===== config.mk =====
export PLATFORM = sky130hd
export DESIGN_NAME = pgpc_queue
export DESIGN_NICKNAME = d
export VERILOG_FILES = /design/src/rtl/pgpc_pkg.sv /design/src/rtl/pgpc_queue.sv
export SDC_FILE = /design/constraint.sdc
export NUM_CORES = 1
export LEC_CHECK = 0
export BUFFER_PORTS_ARGS = -buffer_cell sky130_fd_sc_hd__buf_2
export CORE_MARGIN = 1
export CORE_UTILIZATION = 35
export CTS_CLUSTER_DIAMETER = 200
export DETAILED_ROUTE_END_ITERATION = 8
export GPL_ROUTABILITY_DRIVEN = 0
export PLACE_DENSITY = 0.5
export SLEW_MARGIN = 20
export SYNTH_ARGS = -nofsm -noshare
export SYNTH_HDL_FRONTEND = slang
export SYNTH_SLANG_ARGS = --single-unit

===== constraint.sdc =====
create_clock -name clk -period 2.7 [get_ports clk]
set_input_delay 0.135 -clock clk [delete_from_list [all_inputs] [get_ports clk]]
set_output_delay 0.135 -clock clk [all_outputs]
set_load 0.02 [all_outputs]

===== src/rtl/pgpc_pkg.sv =====
package pgpc_pkg;

  localparam int KIND_W    = 2;
  localparam int CHANNEL_W = 8;
  localparam int POWER_W   = 2;
  localparam int WORD_W    = 32;
  localparam int VALUE_W   = 48;
  localparam int FRAC_BITS = 16;
  localparam int ORDER_W   = 2;

  // poly_order is two bits wide, so no power above this is ever used
  localparam int MAX_POWER = 3;

  localparam int DEF_NUM_CHANNELS = 256;
  localparam int DEF_MAX_ORDER    = 3;
  localparam int DEF_SAMPLE_BITS  = 12;

  localparam int QUEUE_DEPTH = 4;

  localparam int CFG_IDX_W  = 2;
  localparam int CFG_DATA_W = 32;

  typedef enum logic [KIND_W-1:0] {
    KIND_SAMPLE = 2'd0,
    KIND_PED    = 2'd1,
    KIND_COEF   = 2'd2
  } kind_t;

  typedef enum logic [CFG_IDX_W-1:0] {
    CFG_CALIB_VALID = 2'd0,
    CFG_POLY_ORDER  = 2'd1,
    CFG_THRESHOLD   = 2'd2
  } cfg_idx_t;

  typedef struct packed {
    logic                     calib_valid;
    logic [ORDER_W-1:0]       poly_order;
    logic signed [WORD_W-1:0] threshold;
  } cfg_t;

  // classified request; data holds the table word, or the raw sample zero-extended
  typedef struct packed {
    kind_t                 op;
    logic [CHANNEL_W-1:0]  chan;
    logic [POWER_W-1:0]    pidx;
    logic [WORD_W-1:0]     data;
  } req_t;

endpackage


===== src/rtl/pgpc_queue.sv =====
module pgpc_queue import pgpc_pkg::*; (
  input  logic clk,
  input  logic rst_n,
  input  logic push_valid,
  output logic push_ready,
  input  req_t push_req,
  output logic pop_valid,
  input  logic pop_ready,
  output req_t pop_req
);

  localparam int PTR_W = (QUEUE_DEPTH > 1) ? $clog2(QUEUE_DEPTH) : 1;
  localparam int CNT_W = $clog2(QUEUE_DEPTH + 1);

  req_t             mem_r [QUEUE_DEPTH];
  logic [PTR_W-1:0] wr_ptr_r, rd_ptr_r;
  logic [PTR_W-1:0] wr_ptr_nxt, rd_ptr_nxt;
  logic [CNT_W-1:0] count_r;
  logic             do_push, do_pop;

  assign push_ready = (count_r != CNT_W'(QUEUE_DEPTH));
  assign pop_valid  = (count_r != '0);
  assign pop_req    = mem_r[rd_ptr_r];
  assign do_push    = push_valid && push_ready;
  assign do_pop     = pop_valid && pop_ready;

  assign wr_ptr_nxt = (wr_ptr_r == PTR_W'(QUEUE_DEPTH - 1)) ? '0 : wr_ptr_r + 1'b1;
  assign rd_ptr_nxt = (rd_ptr_r == PTR_W'(QUEUE_DEPTH - 1)) ? '0 : rd_ptr_r + 1'b1;

  always_ff @(posedge clk) begin
    if (!rst_n) begin
      wr_ptr_r <= '0;
      rd_ptr_r <= '0;
      count_r  <= '0;
    end else begin
      if (do_push) begin
        wr_ptr_r <= wr_ptr_nxt;
      end
      if (do_pop) begin
        rd_ptr_r <= rd_ptr_nxt;
      end
      if (do_push && !do_pop) begin
        count_r <= count_r + 1'b1;
      end else if (do_pop && !do_push) begin
        count_r <= count_r - 1'b1;
      end
    end
    if (do_push) begin
      mem_r[wr_ptr_r] <= push_req;
    end
  end

endmodule


==> qor.csv <==
stage,metric,value,unit
outcome,outcome,completed,
sta,WHS,63.5,ps
yosys,area share of the largest cell type after synthesis,0.775,
detailed_routing,router iterations before antenna repair,4,
setup_path,CP Cell Sequence,or3b_1 -> and2_4 -> ha_1 -> inv_1 -> fa_1 -> xor2_1 -> or3_2 -> a21boi_0,
setup_path,worst path bufs/invs,1,
sta,slew margin rel.,0.655,
placed_design,PortBufs,93,
setup_path,Worst path max stage delay,430,ps
power,Leakage,2.95,nW
yosys,number of synthesis warnings,0,
sta,fmax,423,MHz
power,PwrDens,901,nW/um^2
setup_path,Crit Path Class,flip-flop to flip-flop,
detailed_routing,Routed WL,12700,um
power,worst vdd ir,458,uV
job,Max-Cap Viols,0,
yosys,post-synth net total,336,
min_path,hold path start,rst_n,
placed_design,Place WS,382,ps
yosys,Synth Instances,281,
power,switching portion of total power,0.280,
setup_path,worst-path fanout max,7,
detailed_routing,DRC viols,0,
floorplanning,Die Span Y,142,um
sta,Tmin final,2360,ps
setup_path,R2R setup slack,340,ps
sta,Final setup viols,0,
setup_path,depth of the most critical reg-to-reg path,8,
floorplanning,Die W,142,um
cells_and_area,layout cells sized above 1,0.408,
clock_network,root buffer cell,clkbuf_16,
sta,skew final,11.0,ps
setup_path,Crit. End Element,flip-flop,
placed_design,dpl hpwl,7410,um
yosys,number of synthesized register bits,185,
yosys,Yosys cell types,27,
min_path,cell count of the worst hold path,3,
placed_design,DP Area,7700,um^2
setup_path,data required time of the worst path,3050,ps
clock_network,H-tree depth,4,
sta,RSZ-0062 raised after global routing,false,
yosys,sequential-to-total area share from yosys stat,0.801,
setup_path,worst r2r src,count_r[0],
floorplanning,full die area,20100,um^2
sta,"Period Utilization, post-route",0.875,
power,Reg power frac,0.464,
clock_network,Num CTS Buffers,17,
setup_path,RR Endpoint,count_r[2],
detailed_routing,WL/cell,17.9,um
setup_path,CP max-delay cell,dfxtp_1,
clock_network,CTS tree,built,
cells_and_area,Layout Area Growth over Synthesis,27.3,%
power,clock share of power,0.290,
sta,worst-margin pin slew,517,ps
grt,Total GRT Usage,0.136,
yosys,"top cells by area, synth","edfxtp_1 77%, mux4_2 15%, dfxtp_1 2.6%, ha_1 1.1%, and3_2 0.44%",
clock_network,Worst-path clk slew,70,ps
min_path,Hold Crit Class,primary input to flip-flop,
cells_and_area,fin nets,491,
grt,vias in the first global route,3636,
yosys,syn_area_per_cell,24.3,um^2
setup_path,crit-path leading delay family,simple AND/OR/NAND/NOR gates,
power,Net Switching,2.19,mW
floorplanning,Initial Util,0.361,
grt,pin count of the biggest net entering global routing,45,
power,Gate power share,0.246,
yosys,dominant cell type by area after synthesis,edfxtp_1,
floorplanning,IO Count,94,
cells_and_area,Ant. Diodes,0,
clock_network,CTS Buffer Depth,2,
grt,initial antenna violation count,0,
setup_path,Startpoint Class,flip-flop,
yosys,post-synthesis cell area,6820,um^2
clock_network,CTS sink count,185,
min_path,Worst Hold Endpoint,wr_ptr_r[1],
detailed_routing,post-route ant nets,0,
setup_path,crit path from,count_r[0],
sta,Setup Total Neg Slack,0,ps
setup_path,crit path DAT,2710,ps
clock_network,# resized after CTS,0,
floorplanning,std cell rows,50,
power,Pint,5.63,mW
grt,GRT overflow,0,
clock_network,"Clk Latency, worst-skew pair",420,ps
detailed_routing,vias,3290,
grt,global-route wire length before repair,19800,um
sta,Hold Fails Final Rpt,0,
sta,Final WS setup,338,ps
detailed_routing,First DRT Iteration DRCs,197,
floorplanning,core area,18900,um^2
cells_and_area,final instance area,8690,um^2
sta,Final Max Tran Viols,0,
power,Pwr Total,7.83,mW
detailed_routing,via density per instance,4.64,
-- what timing repair did --
| item | in CTS | in global routing |
|---|---|---|
| hold buffers | 45 | 0 |
| hold endpoints to repair | 177 | 0 |
| buffers inserted | 0 | 0 |
-- cells in the final DEF (no fill, tap or decap), drive strengths merged, types with 4 or more instances in the layout --
cell type and n:
inv 4, o21ai 4, dfxtp 9, dlygate4sd3 45
clkinv 5, mux4 44, clkbuf 25, ha 6
buf 103, edfxtp 176, nand2 5, and3 4
-- tightest hold or removal path, cell delays in order --
cell	delay [ps]
buf_2	170
nand2_1	80
mux2i_1	50
-- worst max-delay path by stage --
stage	to	slack (ps)	cells after the start
2_1_floorplan	count_r[2]	500	7
3_3_place_gp	count_r[2]	510	8
3_5_place_dp	count_r[2]	380	8
4_1_cts	count_r[2]	350	8
5_1_grt	count_r[2]	230	8
6_report	count_r[2]	340	8
-- cell type report --
type / instances / area, um^2
inverters: 3 / 11.3
clock inverters: 7 / 42.5
repair buffers: 148 / 1070
well taps: 260 / 325
flip-flops and latches: 185 / 5470
multi-input cells: 81 / 1280
clock buffers: 25 / 497
fillers: 1680 / 10200
-- registers in the layout, summed over array words and instances (netlist names), named ones only --
signal	cells
mem_r	176
count_r	3
rd_ptr_r	2
wr_ptr_r	2
-- metrics by stage --
| step | util | std cells |
|---|---|---|
| 2_1_floorplan | - | 281 |
| 3_3_place_gp | 0.407 | 632 |
| 3_5_place_dp | 0.407 | 632 |
| 4_1_cts | 0.460 | 709 |
| 5_1_grt | 0.460 | 709 |
| 6_report | 0.460 | 709 |
-- per-layer routing --
metal | GRT usage | vias up | routed length, um
li1 | - | 1495 | -
met1 | 0.167 | 1703 | 5620
met2 | 0.225 | 79 | 6260
met3 | 0.0459 | 13 | 673
met4 | 0.0453 | 0 | 149
met5 | 0 | - | 0
-- cells by family (layout without fill, tap and decap cells) --
logic type               count (synthesis)  after routing  share of synthesized area
adder cells (fa/ha/maj)                  7              7                     0.0139
AO/OA/AOI/OAI                            6              6                    0.00513
buffers and inverters                   15            183                     0.0119
AND/OR/NAND/NOR                         20             20                     0.0172
flip-flops                             185            185                      0.801
XOR/XNOR                                 2              2                    0.00257
multiplexers                            46             46                      0.148
-- cell usage after synthesis --
library cell / n
mux4_2: 44
nor2_1: 2
buf_4: 4
o21ai_0: 3
o31ai_1: 1
or3_2: 2
nand4_1: 1
inv_1: 3
fa_1: 1
o21ai_1: 1
buf_2: 2
and2_1: 1
ha_1: 6
nor2b_1: 1
and3_2: 4
clkbuf_1: 5
xor2_1: 1
mux2i_1: 2
nand2_1: 5
or3b_1: 1
edfxtp_1: 176
and2_4: 1
buf_6: 1
dfxtp_1: 9
xnor2_1: 1
nand3_1: 2
a21boi_0: 1
-- power groups by stage --
stage               clock network [mW]  registers, mW  logic [mW]
floorplan                            0           3.61        1.34
global placement                     0           3.68        1.91
detailed placement                   0           3.70        1.92
CTS                               2.33           3.64        1.98
global route                      2.43           3.67        2.07
finish                            2.27           3.63        1.92
(Power assumes the default switching activity.)
