### src/rtl/pgpc_pkg.sv
package pgpc_pkg;

  localparam int KIND_W    = 2;
  localparam int CHANNEL_W = 8;
  localparam int POWER_W   = 2;
  localparam int WORD_W    = 32;
  localparam int VALUE_W   = 48;
  localparam int FRAC_BITS = 16;
  localparam int ORDER_W   = 2;

  // poly_order is two bits wide, so no power above this is ever used
  localparam int MAX_POWER = 3;

  localparam int DEF_NUM_CHANNELS = 256;
  localparam int DEF_MAX_ORDER    = 3;
  localparam int DEF_SAMPLE_BITS  = 12;

  localparam int QUEUE_DEPTH = 4;

  localparam int CFG_IDX_W  = 2;
  localparam int CFG_DATA_W = 32;

  typedef enum logic [KIND_W-1:0] {
    KIND_SAMPLE = 2'd0,
    KIND_PED    = 2'd1,
    KIND_COEF   = 2'd2
  } kind_t;

  typedef enum logic [CFG_IDX_W-1:0] {
    CFG_CALIB_VALID = 2'd0,
    CFG_POLY_ORDER  = 2'd1,
    CFG_THRESHOLD   = 2'd2
  } cfg_idx_t;

  typedef struct packed {
    logic                     calib_valid;
    logic [ORDER_W-1:0]       poly_order;
    logic signed [WORD_W-1:0] threshold;
  } cfg_t;

  // classified request; data holds the table word, or the raw sample zero-extended
  typedef struct packed {
    kind_t                 op;
    logic [CHANNEL_W-1:0]  chan;
    logic [POWER_W-1:0]    pidx;
    logic [WORD_W-1:0]     data;
  } req_t;

endpackage

### src/rtl/pgpc_if.sv
interface pgpc_in_if import pgpc_pkg::*; #(
  parameter int SAMPLE_BITS = DEF_SAMPLE_BITS
);
  logic                     valid;
  logic                     ready;
  logic [KIND_W-1:0]        kind;
  logic [CHANNEL_W-1:0]     channel;
  logic [POWER_W-1:0]       power_index;
  logic [SAMPLE_BITS-1:0]   raw_sample;
  logic signed [WORD_W-1:0] table_word;

  modport source (output valid, kind, channel, power_index, raw_sample, table_word,
                  input ready);
  modport sink (input valid, kind, channel, power_index, raw_sample, table_word,
                output ready);
endinterface


### src/rtl/pgpc_front.sv
module pgpc_front import pgpc_pkg::*; #(
  parameter int NUM_CHANNELS = DEF_NUM_CHANNELS,
  parameter int MAX_ORDER    = DEF_MAX_ORDER
) (
  input  logic      clk,
  input  logic      rst_n,
  pgpc_in_if.sink   in_ch,
  output logic      fr_valid,
  input  logic      fr_ready,
  output req_t      fr_req
);

  logic fr_valid_r;
  req_t fr_req_r;
  req_t req_nxt;
  logic keep;

  // drop unknown kinds, out-of-range channels and powers beyond MAX_ORDER
  always_comb begin
    req_nxt.op   = kind_t'(in_ch.kind);
    req_nxt.chan = in_ch.channel;
    req_nxt.pidx = in_ch.power_index;
    req_nxt.data = in_ch.table_word;
    keep         = 1'b0;
    case (in_ch.kind)
      KIND_SAMPLE: begin
        keep         = 1'b1;
        req_nxt.data = WORD_W'(in_ch.raw_sample);
      end
      KIND_PED:  keep = 1'b1;
      KIND_COEF: keep = (int'(in_ch.power_index) <= MAX_ORDER);
      default:   keep = 1'b0;
    endcase
    if (int'(in_ch.channel) >= NUM_CHANNELS) begin
      keep = 1'b0;
    end
  end

  assign in_ch.ready = !fr_valid_r || fr_ready;

  always_ff @(posedge clk) begin
    if (!rst_n) begin
      fr_valid_r <= 1'b0;
    end else if (in_ch.ready) begin
      fr_valid_r <= in_ch.valid && keep;
    end
    if (in_ch.ready && in_ch.valid) begin
      fr_req_r <= req_nxt;
    end
  end

  assign fr_valid = fr_valid_r;
  assign fr_req   = fr_req_r;

endmodule

### src/flat_wrapper.sv
// flat-port wrapper written by rule: the top's interface ports become plain ports
module pgpc_front_flat import pgpc_pkg::*;
#(
  parameter int NUM_CHANNELS = DEF_NUM_CHANNELS,
  parameter int MAX_ORDER    = DEF_MAX_ORDER
)
  (clk, rst_n, fr_valid, fr_ready, fr_req, in_ch_valid, in_ch_kind, in_ch_channel, in_ch_power_index, in_ch_raw_sample, in_ch_table_word, in_ch_ready);
  pgpc_in_if in_ch_i ();
  input  logic clk;
  input  logic rst_n;
  output logic fr_valid;
  input  logic fr_ready;
  output req_t fr_req;
  input wire logic [$bits(in_ch_i.valid)-1:0] in_ch_valid;
  input wire logic [$bits(in_ch_i.kind)-1:0] in_ch_kind;
  input wire logic [$bits(in_ch_i.channel)-1:0] in_ch_channel;
  input wire logic [$bits(in_ch_i.power_index)-1:0] in_ch_power_index;
  input wire logic [$bits(in_ch_i.raw_sample)-1:0] in_ch_raw_sample;
  input wire logic [$bits(in_ch_i.table_word)-1:0] in_ch_table_word;
  output wire logic [$bits(in_ch_i.ready)-1:0] in_ch_ready;
  assign in_ch_i.valid = in_ch_valid;
  assign in_ch_i.kind = in_ch_kind;
  assign in_ch_i.channel = in_ch_channel;
  assign in_ch_i.power_index = in_ch_power_index;
  assign in_ch_i.raw_sample = in_ch_raw_sample;
  assign in_ch_i.table_word = in_ch_table_word;
  assign in_ch_ready = in_ch_i.ready;
  pgpc_front #(.NUM_CHANNELS(NUM_CHANNELS), .MAX_ORDER(MAX_ORDER)) u_core (.clk(clk), .rst_n(rst_n), .in_ch(in_ch_i), .fr_valid(fr_valid), .fr_ready(fr_ready), .fr_req(fr_req));
endmodule
### config.mk
export PLATFORM = sky130hd
export DESIGN_NAME = pgpc_front_flat
export DESIGN_NICKNAME = d
export VERILOG_FILES = /design/src/rtl/pgpc_pkg.sv /design/src/rtl/pgpc_if.sv /design/src/rtl/pgpc_front.sv /design/src/flat_wrapper.sv
export SDC_FILE = /design/constraint.sdc
export NUM_CORES = 1
export LEC_CHECK = 0
export BUFFER_PORTS_ARGS = -buffer_cell sky130_fd_sc_hd__buf_2
export CAP_MARGIN = 20
export CORE_MARGIN = 3
export CORE_UTILIZATION = 45
export DETAILED_ROUTE_END_ITERATION = 16
export MAX_ROUTING_LAYER = met4
export PLACE_DENSITY = 0.84
export REMOVE_ABC_BUFFERS = 1
export SYNTH_ARGS = -nofsm -noshare
export SYNTH_HDL_FRONTEND = slang
export SYNTH_SLANG_ARGS = --single-unit
### constraint.sdc
create_clock -name clk -period 4.66 [get_ports clk]
set_input_delay 0.466 -clock clk [delete_from_list [all_inputs] [get_ports clk]]
set_output_delay 0.466 -clock clk [all_outputs]
set_load 0.02 [all_outputs]
==> impl_metrics.csv <==
group,metric,value,unit
sta,drv_slew,0,
yosys,synth_top_cell_area_share,77.2,%
clocking,htree_levels,2,
global_route,met3_usage,5.32,%
global_route,grt_max_degree,45,
sta,worst_pin_slew,0.977,ns
global_route,grt_pass1_vias,1010,
sta,min_period,1.63,ns
routing,ant_nets,0,
global_route,grtUsageMet1,16.9,%
worst_setup_path,worst-r2r-setup-slack,3.03,ns
sta,setup_tns,0,ns
routing,vias,1080,
sta,finalHoldViolations,0,
sta,max_freq,613,MHz
sta,fin_skew,0.0121,ns
sta,finalSetupViolations,0,
clocking,cts_buffers,5,
clocking,cts_hold_buf,0,
power_and_ir_drop,leakagePower,1.05,nW
routing,first_pass_iters,4,
worst_setup_path,critPathRequiredTime,4.57,ns
placed_design,post-place-cells,233,
yosys,synth.distinct_cells,12,
clocking,cts_max_path_buffers,2,
clocking,clockRootBuffer,"clkbuf_8",
yosys,postSynthCellCount,85,
layout,diodes,0,
die,die_w,67.7,um
die,die_y,67.7,um
worst_setup_path,timing.rr.end,"u_core.fr_req[33]",
die,ios,106,
routing,post-route-drc-count,0,
layout,nets,254,
flow_run,cap_violations,0,
worst_setup_path,cp-start-kind,"register",
min_path,whs_path_depth,1,
sta,relSlewSlack,34.9,%
die,std_cell_rows,21,
yosys,syn_area,1710,um2
routing,wl_per_cell,14.0,um
placed_design,place.gp.congestion,0.685,
yosys,synth_area_leaders,"edfxtp_1 77%, mux2_4 8.8%, nor2b_1 7.3%",
power_and_ir_drop,vdd_ir_drop_max,0.272,mV
die,start_util,48.9,%
clocking,clkSlewWorstSetupHoldPaths,0.08,ns
worst_setup_path,cp.arrival,1.54,ns
global_route,overflow,0,
sta,layout_worst_path_cycle_share,35.0,%
run_status,status,"completed",
global_route,grt_pass1_wl,4620,um
worst_setup_path,slowest_stage,"and2_2",
worst_setup_path,cp_cell_sequence,"nand2b_1 -> and2_2",
yosys,synth_largest_area_cell,"edfxtp_1",
worst_setup_path,worst-setup-path-type,"reg2reg",
clocking,post_cts_buffers,0,
yosys,postSynthAreaPerCell,20.1,um2
routing,viasPerCell,4.48,
global_route,antenna_found_initial,0,
yosys,ys_ff_latch,45,
power_and_ir_drop,powerDensity,354,nW/um2
worst_setup_path,reg2reg_from,"u_core.fr_valid",
routing,drt-total-wl,3380,um
routing,drt_iter0_drc,56,
layout,drive_gt1_share,65.1,%
layout,syn2layout_area_growth,37.2,%
worst_setup_path,slowest_delay,0.81,ns
min_path,hold_class,"in2reg",
worst_setup_path,rr_worst_depth,2,
min_path,hold_end,"u_core.fr_req[39]",
clocking,clkSinkCount,45,
die,die_area,4580,um2
global_route,top_usage_layer,"met2",
clocking,postCtsResizedCells,0,
worst_setup_path,end_kind,"register",
placed_design,place.port_buffers,105,
layout,final_cells,241,
yosys,yosys_warnings,0,
clocking,cts_tree,"built",
worst_setup_path,crit_fanout,44,
global_route,grtUsageTotal,15.4,%
die,coreArea,3490,um2
layout,fillCellCount,259,
clocking,clk_latency,0.29,ns
yosys,seq_area_frac_synth,78.4,%
sta,rsz0062_at_grt,"no",
global_route,grtUsageMet2,24.4,%
min_path,hold_start,"in_ch_channel[5]",
-- power breakdown --
part           switching (mW)  internal (mW)  total, mW
clock network           0.122          0.104      0.226
registers             0.00583          0.477      0.483
logic                  0.0699         0.0521      0.122
-- per-layer routing --
metal	wire length (um)	vias up
met5	0	-
met4	59	0
met3	348	6
met2	1700	65
met1	1270	477
li1	-	532
-- sequential cells by signal, indices dropped and copies added, names as in the netlist --
signal / cells
u_core.fr_req: 44
u_core.fr_valid: 1
-- how the worst max path moves through the flow --
stage	start	endpoint	slack, ns	cells after the start
after floorplan	fr_ready	u_core.fr_req[0]	2.43	2
after global placement	in_ch_kind[1]	u_core.fr_req[11]	2.76	3
after detailed placement	in_ch_kind[1]	u_core.fr_req[9]	2.70	3
after CTS	in_ch_kind[1]	u_core.fr_req[9]	3.02	3
after global routing	u_core.fr_valid	u_core.fr_req[32]	2.92	2
final	u_core.fr_valid	u_core.fr_req[33]	3.03	2
-- Yosys cell counts --
| cell | instances |
|---|---|
| nor2b_1 | 20 |
| mux2_2 | 2 |
| a21bo_2 | 1 |
| mux2_4 | 10 |
| nand2b_1 | 1 |
| buf_12 | 1 |
| and2_1 | 1 |
| nor2_4 | 1 |
| dfxtp_1 | 1 |
| a21boi_0 | 1 |
| buf_2 | 2 |
| edfxtp_1 | 44 |
-- cell families after synthesis --
group	synth area share (%)
flip-flops	78.4
AND/OR/NAND/NOR	8.71
multiplexers	10.1
buffers and inverters	1.76
AO/OA/AOI/OAI	1.02
-- layout by cell type (no fill, tap or decap) --
cell type and instances:
nand2b_1 1, nor2b_1 20, mux2_2 2, clkinv_2 2
a21bo_2 1, nor2_4 1, mux2_4 10, dfxtp_1 1
clkbuf_1 1, buf_2 105, a21boi_0 1, clkbuf_8 5
edfxtp_1 44, and2_2 1
-- worst max-delay path: cells and delay by family, from the launching register on --
kind,cells,cell delay [ns]
and+or+nand+nor,2,0.91
DFF,1,0.33
-- final cells by class --
class,instances,area (um2),share of cell area [%]
clock buffer,6,72.6,3.09
multi-input combinational,37,340,14.5
clock inverter,2,10.0,0.426
sequential,45,1340,57.1
tap,46,57.6,2.45
timing repair buffer,105,526,22.4
-- through the flow --
stage	utilization (%)	cell area (um2)	hold slack (ns)	power [mW]	worst slack [ns]
after global routing	67.2	2350	0.338	0.867	2.92
final	67.2	2350	0.353	0.831	3.03
after global placement	64.8	2260	0.499	0.611	2.76
after floorplan	-	1680	0.565	0.561	2.43
after CTS	67.2	2350	0.343	0.838	3.02
after detailed placement	64.8	2260	0.571	0.616	2.70
Power figures use the tool's default switching activity.
